### config.mk
export PLATFORM = sky130hd
export DESIGN_NAME = signed_int_to_decimal_ascii
export DESIGN_NICKNAME = d
export VERILOG_FILES = /design/src/sv/sitda_pkg.sv /design/src/sv/signed_int_to_decimal_ascii.sv /design/src/sv/sitda_ctrl.sv /design/src/sv/sitda_dp.sv
export SDC_FILE = /design/constraint.sdc
export NUM_CORES = 1
export LEC_CHECK = 0
export BUFFER_PORTS_ARGS = -buffer_cell sky130_fd_sc_hd__buf_4
export CORE_ASPECT_RATIO = 2
export CORE_UTILIZATION = 50
export DETAILED_ROUTE_END_ITERATION = 12
export PLACE_DENSITY = 0.73
export SYNTH_ARGS = -nofsm -noshare
export SYNTH_HDL_FRONTEND = slang
export SYNTH_SLANG_ARGS = --single-unit
### constraint.sdc
create_clock -name i_clk -period 2.93 [get_ports i_clk]
set_clock_uncertainty 0.15 [all_clocks]
set_input_delay 0.586 -clock i_clk [delete_from_list [all_inputs] [get_ports i_clk]]
set_output_delay 0.586 -clock i_clk [all_outputs]
set_load 0.01 [all_outputs]
### src/sv/sitda_pkg.sv
// shared types and constants for the signed integer to decimal ascii converter
// used by the controller, the datapath, the top level and the port checker
package sitda_pkg;

    localparam int MAX_LABEL   = 10;
    localparam int MAX_RESULTS = 10;
    // character limit per number, clamped to the result capacity and to two
    localparam int LIMIT = (MAX_LABEL > MAX_RESULTS) ? MAX_RESULTS :
                           ((MAX_LABEL < 2) ? 2 : MAX_LABEL);

    localparam int VALUE_W    = 32;
    localparam int CHAR_W     = 8;
    localparam int NUM_DIGITS = 10;
    localparam int BCD_W      = 4 * NUM_DIGITS;
    localparam int DIG_IDX_W  = $clog2(NUM_DIGITS);
    localparam int STEP_W     = $clog2(VALUE_W);
    // length counters hold up to NUM_DIGITS + 1 (sign plus digits)
    localparam int LEN_W      = $clog2(NUM_DIGITS + 2);

    localparam logic [CHAR_W-1:0] CHAR_ZERO  = 8'h30;
    localparam logic [CHAR_W-1:0] CHAR_NINE  = 8'h39;
    localparam logic [CHAR_W-1:0] CHAR_MINUS = 8'h2D;

    typedef enum logic [1:0] {
        ST_IDLE,
        ST_CONVERT,
        ST_MEASURE,
        ST_EMIT
    } t_state;

    typedef struct packed {
        logic load;
        logic shift;
        logic measure;
        logic emit;
    } t_dp_cmd;

    typedef struct packed {
        logic shift_done;
        logic out_free;
        logic emit_last;
    } t_dp_status;

endpackage

### src/sv/signed_int_to_decimal_ascii.sv
// top level of the signed integer to decimal ascii converter
// joins sitda_ctrl and sitda_dp; uses sitda_pkg
//
// input channel: i_in_valid / o_in_stall carry one signed 32-bit i_value per
// transfer. output channel: o_out_valid / i_out_stall carry one ascii
// character per transfer, most significant first, o_last_char high on the
// final character of a number. negative numbers start with '-', zero gives
// a single '0', and at most LIMIT characters are sent (low digits dropped).
// sequence: the number is loaded, converted by a 32-step shift-add-3 binary
// to bcd loop (one bit per cycle) and its leading digit is found; then one
// character is sent per cycle while the receiver does not stall.
// o_in_stall is low only between numbers.
// when the receiver stalls, the character in the output register holds and
// emission pauses; the last character may wait there while the next number
// is already being accepted and converted.
// reset (synchronous, active low) returns the controller to idle and drops
// o_out_valid; no state carries over between numbers.
module signed_int_to_decimal_ascii (
    input  logic                          i_clk,
    input  logic                          i_rst_n,
    input  logic                          i_in_valid,
    output logic                          o_in_stall,
    input  logic [sitda_pkg::VALUE_W-1:0] i_value,
    output logic                          o_out_valid,
    input  logic                          i_out_stall,
    output logic [sitda_pkg::CHAR_W-1:0]  o_text_char,
    output logic                          o_last_char
);
    import sitda_pkg::*;

    t_dp_cmd    dp_cmd;
    t_dp_status dp_status;

    sitda_ctrl u_ctrl (
        .i_clk      (i_clk),
        .i_rst_n    (i_rst_n),
        .i_in_valid (i_in_valid),
        .o_in_stall (o_in_stall),
        .i_status   (dp_status),
        .o_cmd      (dp_cmd)
    );

    sitda_dp u_dp (
        .i_clk       (i_clk),
        .i_rst_n     (i_rst_n),
        .i_value     (i_value),
        .i_cmd       (dp_cmd),
        .o_status    (dp_status),
        .o_out_valid (o_out_valid),
        .i_out_stall (i_out_stall),
        .o_text_char (o_text_char),
        .o_last_char (o_last_char)
    );

endmodule

### src/sv/sitda_ctrl.sv
// controller state machine: sequences load, binary to bcd shifting,
// length measurement and character emission; uses sitda_pkg
module sitda_ctrl (
    input  logic                  i_clk,
    input  logic                  i_rst_n,
    input  logic                  i_in_valid,
    output logic                  o_in_stall,
    input  sitda_pkg::t_dp_status i_status,
    output sitda_pkg::t_dp_cmd    o_cmd
);
    import sitda_pkg::*;

    t_state r_state;
    t_state n_state;

    always_ff @(posedge i_clk) begin
        if (!i_rst_n) begin
            r_state <= ST_IDLE;
        end else begin
            r_state <= n_state;
        end
    end

    always_comb begin
        n_state    = r_state;
        o_cmd      = '0;
        o_in_stall = 1'b1;
        unique case (r_state)
            ST_IDLE: begin
                o_in_stall = 1'b0;
                if (i_in_valid) begin
                    o_cmd.load = 1'b1;
                    n_state    = ST_CONVERT;
                end
            end
            ST_CONVERT: begin
                o_cmd.shift = 1'b1;
                if (i_status.shift_done) begin
                    n_state = ST_MEASURE;
                end
            end
            ST_MEASURE: begin
                o_cmd.measure = 1'b1;
                n_state       = ST_EMIT;
            end
            ST_EMIT: begin
                if (i_status.out_free) begin
                    o_cmd.emit = 1'b1;
                    if (i_status.emit_last) begin
                        n_state = ST_IDLE;
                    end
                end
            end
            default: begin
                n_state = ST_IDLE;
            end
        endcase
    end

endmodule

### src/sv/sitda_dp.sv
// datapath: magnitude register, shift-add-3 bcd converter, leading digit
// search, character selection and output register; uses sitda_pkg
module sitda_dp (
    input  logic                            i_clk,
    input  logic                            i_rst_n,
    input  logic [sitda_pkg::VALUE_W-1:0]   i_value,
    input  sitda_pkg::t_dp_cmd              i_cmd,
    output sitda_pkg::t_dp_status           o_status,
    output logic                            o_out_valid,
    input  logic                            i_out_stall,
    output logic [sitda_pkg::CHAR_W-1:0]    o_text_char,
    output logic                            o_last_char
);
    import sitda_pkg::*;

    logic [VALUE_W-1:0]   r_bin;
    logic [BCD_W-1:0]     r_bcd;
    logic                 r_neg;
    logic [STEP_W-1:0]    r_step;
    logic [LEN_W-1:0]     r_len;
    logic [LEN_W-1:0]     r_emitted;
    logic [DIG_IDX_W-1:0] r_dptr;
    logic                 r_minus;
    logic                 r_out_valid;
    logic [CHAR_W-1:0]    r_text_char;
    logic                 r_last_char;

    logic [BCD_W-1:0]     bcd_adj;
    logic [DIG_IDX_W-1:0] top_idx;
    logic [LEN_W-1:0]     total_len;
    logic [3:0]           cur_digit;
    logic [CHAR_W-1:0]    cur_char;
    logic [LEN_W-1:0]     emitted_inc;

    // add 3 to every digit of five or more before the shift
    always_comb begin
        for (int i = 0; i < NUM_DIGITS; i++) begin
            if (r_bcd[4*i +: 4] >= 4'd5) begin
                bcd_adj[4*i +: 4] = r_bcd[4*i +: 4] + 4'd3;
            end else begin
                bcd_adj[4*i +: 4] = r_bcd[4*i +: 4];
            end
        end
    end

    // highest nonzero digit, zero gives position 0
    always_comb begin
        top_idx = '0;
        for (int i = 0; i < NUM_DIGITS; i++) begin
            if (r_bcd[4*i +: 4] != 4'd0) begin
                top_idx = DIG_IDX_W'(i);
            end
        end
        total_len = LEN_W'(top_idx) + LEN_W'(1) + LEN_W'(r_neg);
    end

    always_comb begin
        cur_digit = 4'd0;
        for (int i = 0; i < NUM_DIGITS; i++) begin
            if (r_dptr == DIG_IDX_W'(i)) begin
                cur_digit = r_bcd[4*i +: 4];
            end
        end
        cur_char    = r_minus ? CHAR_MINUS : (CHAR_ZERO + CHAR_W'(cur_digit));
        emitted_inc = r_emitted + LEN_W'(1);
    end

    always_ff @(posedge i_clk) begin
        if (i_cmd.load) begin
            r_neg  <= i_value[VALUE_W-1];
            r_bin  <= i_value[VALUE_W-1] ? (VALUE_W'(0) - i_value) : i_value;
            r_bcd  <= '0;
            r_step <= '0;
        end else if (i_cmd.shift) begin
            {r_bcd, r_bin} <= {bcd_adj[BCD_W-2:0], r_bin, 1'b0};
            r_step         <= r_step + STEP_W'(1);
        end
        if (i_cmd.measure) begin
            r_dptr    <= top_idx;
            r_minus   <= r_neg;
            r_emitted <= '0;
            r_len     <= (total_len > LEN_W'(LIMIT)) ? LEN_W'(LIMIT) : total_len;
        end else if (i_cmd.emit) begin
            r_emitted <= emitted_inc;
            if (r_minus) begin
                r_minus <= 1'b0;
            end else begin
                r_dptr <= r_dptr - DIG_IDX_W'(1);
            end
        end
        if (i_cmd.emit) begin
            r_text_char <= cur_char;
            r_last_char <= (emitted_inc == r_len);
        end
    end

    always_ff @(posedge i_clk) begin
        if (!i_rst_n) begin
            r_out_valid <= 1'b0;
        end else if (i_cmd.emit) begin
            r_out_valid <= 1'b1;
        end else if (!i_out_stall) begin
            r_out_valid <= 1'b0;
        end
    end

    assign o_status.shift_done = (r_step == STEP_W'(VALUE_W - 1));
    assign o_status.out_free   = !r_out_valid || !i_out_stall;
    assign o_status.emit_last  = (emitted_inc == r_len);

    assign o_out_valid = r_out_valid;
    assign o_text_char = r_text_char;
    assign o_last_char = r_last_char;

endmodule

==> results.md <==
* Status: finished clean
* Net Sw Frac at a little over a third
* Peak VDD IR at ~0.42 mV
* Critical Path End: u_dp.r_len[1]
* PortBufs at 43
* Tightest Pin Transition at just under 0.7 ns
* Worst reg2reg path endpoint: u_dp.r_len[1]
* Syn Area/Cell at about 8.9 um2
* Fmax at 368 MHz
* Final period utilization at 92.8%
* Critical Path Sink Type: flop
* Global-route wire length before repair at between 20000 and 25000 um
* Synthesized area at 6180 um2
* Max-slew violations at 0
* Cell taking the most area after synthesis: edfxtp_1
* Setup tns final at 0 ns
* CTS Buffer Depth at 2
* Top cell type's share of synthesized area at 23.3%
* Final setup fails at 0
* Clock root buffer: clkbuf_16
* Cts hold-fix bufs at 0
* Initial antenna violation count at 0
* Sequential share of the synthesized area at 40.2%
* Combinational share of power at 32.1%
* Clock power share at about a quarter
* Drt initial violations at 216
* Tmin final at 2.72 ns
* Post-DR wirelength/cell at 15.1 um
* Worst Path Required at 2.87 ns
* Via count at between 5000 and 6000
* Share of cells above drive strength 1 at 12.2%
* Num rows at 57
* Crit path max-delay family: compound AO/OA/AOI/OAI gates
* Initial core utilization at 51.0%
* Slew HR at roughly 55%
* Worst-path cell chain: inv_1 -> ha_1 -> nor3b_2 -> o21ai_0 -> a21boi_0 -> o21ai_1 -> a21o_1 -> ha_1 -> inv_1 -> ha_2 -> a21oi_1 -> o31ai_1
* Pint at 0.00321 W
* Critical path depth in cells at 12
* Reg-to-reg startpoint: u_dp.r_bcd[8]
* Most frequent cell after synthesis: nand2_1
* Crit-path max FO at 5
* HPWL Detailed at around 10000 um
* Endpoints failing hold at 0
* Final antenna-violating net count at 0
* Bufs and invs on worst path at 2
* Final wirelength at 13300 um
* Commonest cells in the netlist: nand2_1, dfxtp_1, a21oi_1
* Cell count after synthesis at around 700
* H-tree depth reported by CTS at 3
* Via density at 5.71
* Clock slew at reported path FFs at 0.07 ns
* Die W at 80.6 um
* LEAKAGE at around 2.7 nW
* Top post-synthesis cells by area: edfxtp_1, dfxtp_1, ha_1, nand2_1, xor2_1
* Fraction of registers with async set/reset at 0%
* Hold_ws at 0.331 ns
* GPL Wtd Cong at 0.846
* Crit path DAT at between 2 and 3 ns
* Fillers at 1095
* Primary FF master, synth: dfxtp_1
* Post-synth EDFFs at between 40 and 50
* TritonCTS clock tree: yes
* Worst R2R Path Depth at 12
* Power Density at 711 nW/um2
* Sequential share of power at ~44%
* IO Count at 47
* Die Ht at about 160 um
* Drt drc at 0
* Largest net degree at the start of global routing at 56
* Clk sinks at 100
* Core Util, Final at 57.2%
* Finished Cell Area at 6940 um2
* Dpl cell area at 6620 um2
* Ant diodes at 0
* Slowest-stage cell, CP: dfxtp_1
* Clk_lat worst skew at 0.34 ns
* Synth-to-layout area growth at 12.2%
* Crit Path Category: reg2reg
* Drt pass-1 iters at 7
* Core Area at 12100 um2
* R2R Setup Slk at approximately 0.21 ns
* Synth cell types at 58
* MaxCap Viol Count at 0
* CP startpoint: u_dp.r_bcd[8]
* Hold Path Class: reg2reg
* Synth Register Bits at 100
* Vias in the first global route at 5043
* Critical hold path startpoint: u_dp.r_emitted[1]
* Yosys warns at 0
* Remaining Overflow, GRT at 0
* Psw at 0.00172 W
* Crit-path max cell delay at 0.34 ns
* Die ar. at 12800 um2
* CP startpoint kind: flop
* GRT Util Overall at 21.7%
* CTS Buf Count at 9
* NumNets Final at between 700 and 800
-- area by class of cell --
type / count / area [um2] / area share (%)
clock buffers: 11 / 264 / 3.81
clock inverters: 5 / 41.3 / 0.595
inverters: 35 / 131 / 1.89
multi-input cells: 527 / 3440 / 49.6
flip-flops and latches: 100 / 2480 / 35.8
well taps: 147 / 184 / 2.65
repair buffers: 52 / 390 / 5.63
-- layout by cell type, fill, tap and decap left out, types with 15 or more instances in the layout --
cell,Yosys,routed
nand2_1,108,107
buf_4,3,52
dfxtp_1,52,52
a21oi_1,51,51
edfxtp_1,48,48
o21ai_0,44,43
nor2_1,35,35
inv_1,34,34
ha_1,36,34
xor2_1,33,33
xnor2_1,29,29
o21ai_1,23,24
nand3_1,23,23
mux2i_1,18,18
nand2b_1,15,15
o31ai_1,15,15
-- power groups by stage --
| stage | registers, W | clock network (W) | logic [W] |
|---|---|---|---|
| 6_report | 0.00215 | 0.00120 | 0.00158 |
| 3_5_place_dp | 0.00218 | 0 | 0.00159 |
| 4_1_cts | 0.00216 | 0.00122 | 0.00160 |
| 2_1_floorplan | 0.00211 | 0 | 0.00120 |
| 5_1_grt | 0.00220 | 0.00126 | 0.00178 |
| 3_3_place_gp | 0.00217 | 0 | 0.00153 |
-- worst register-to-register path, delay by kind of cell, from the launching register on --
family                   cells  cell delay (ns)
AND/OR/NAND/NOR              1             0.31
buffers and inverters        2             0.17
AO/OA/AOI/OAI                6             0.84
adder cells (fa/ha/maj)      3             0.65
flip-flops                   1             0.34
-- through the flow --
step / setup WS, ns / total power, W / cells
after floorplan: 0.400 / 0.00331 / 696
after global placement: 0.220 / 0.00370 / 861
after detailed placement: 0.114 / 0.00377 / 861
after CTS: 0.0931 / 0.00497 / 877
after global routing: -0.0427 / 0.00524 / 877
final: 0.210 / 0.00493 / 877
-- logic make-up (layout without fill, tap and decap cells) --
| family | after synthesis | count (layout) | synth area share (%) |
|---|---|---|---|
| compound gates | 184 | 184 | 18.5 |
| xor+xnor | 62 | 62 | 8.79 |
| fa+ha+maj | 36 | 36 | 7.29 |
| buf+inv | 69 | 103 | 4.39 |
| flops | 100 | 100 | 40.2 |
| mux | 20 | 20 | 3.46 |
| other cells | 2 | 3 | 0.122 |
| simple gates | 222 | 222 | 17.3 |
-- repair_timing --
item,4_1_cts,5_1_grt
gates resized for setup,0,3
buffers inserted,0,0
endpoints found under the setup margin,0,3
-- layer usage --
layer  track usage (%)  wire length, um  vias up
met5                 0                0        -
met4              10.7              433        0
met3              3.27              359       31
met2              42.4             7680      113
met1              20.7             4800     2364
li1                  -                -     2499
-- registers in the layout, summed over array words and instances (netlist names) --
name              count
u_dp.o_last_char      1
u_dp.r_step           5
u_dp.r_neg            1
u_dp.r_minus          1
u_ctrl.r_state        2
u_dp.o_text_char      5
u_dp.o_out_valid      1
u_dp.r_bcd           40
u_dp.r_len            4
u_dp.r_dptr           4
u_dp.r_emitted        4
u_dp.r_bin           32
-- how the worst min path moves through the flow --
stage	end	slack, ns	cells after the start
finish	u_dp.r_emitted[1]	0.33	2
global route	u_dp.o_out_valid	0.36	2
CTS	u_dp.r_emitted[1]	0.33	2
detailed placement	u_dp.r_emitted[1]	0.32	2
global placement	u_dp.r_bcd[0]	0.31	2
floorplan	u_dp.r_emitted[1]	0.30	2
(Power assumes the default switching activity.)
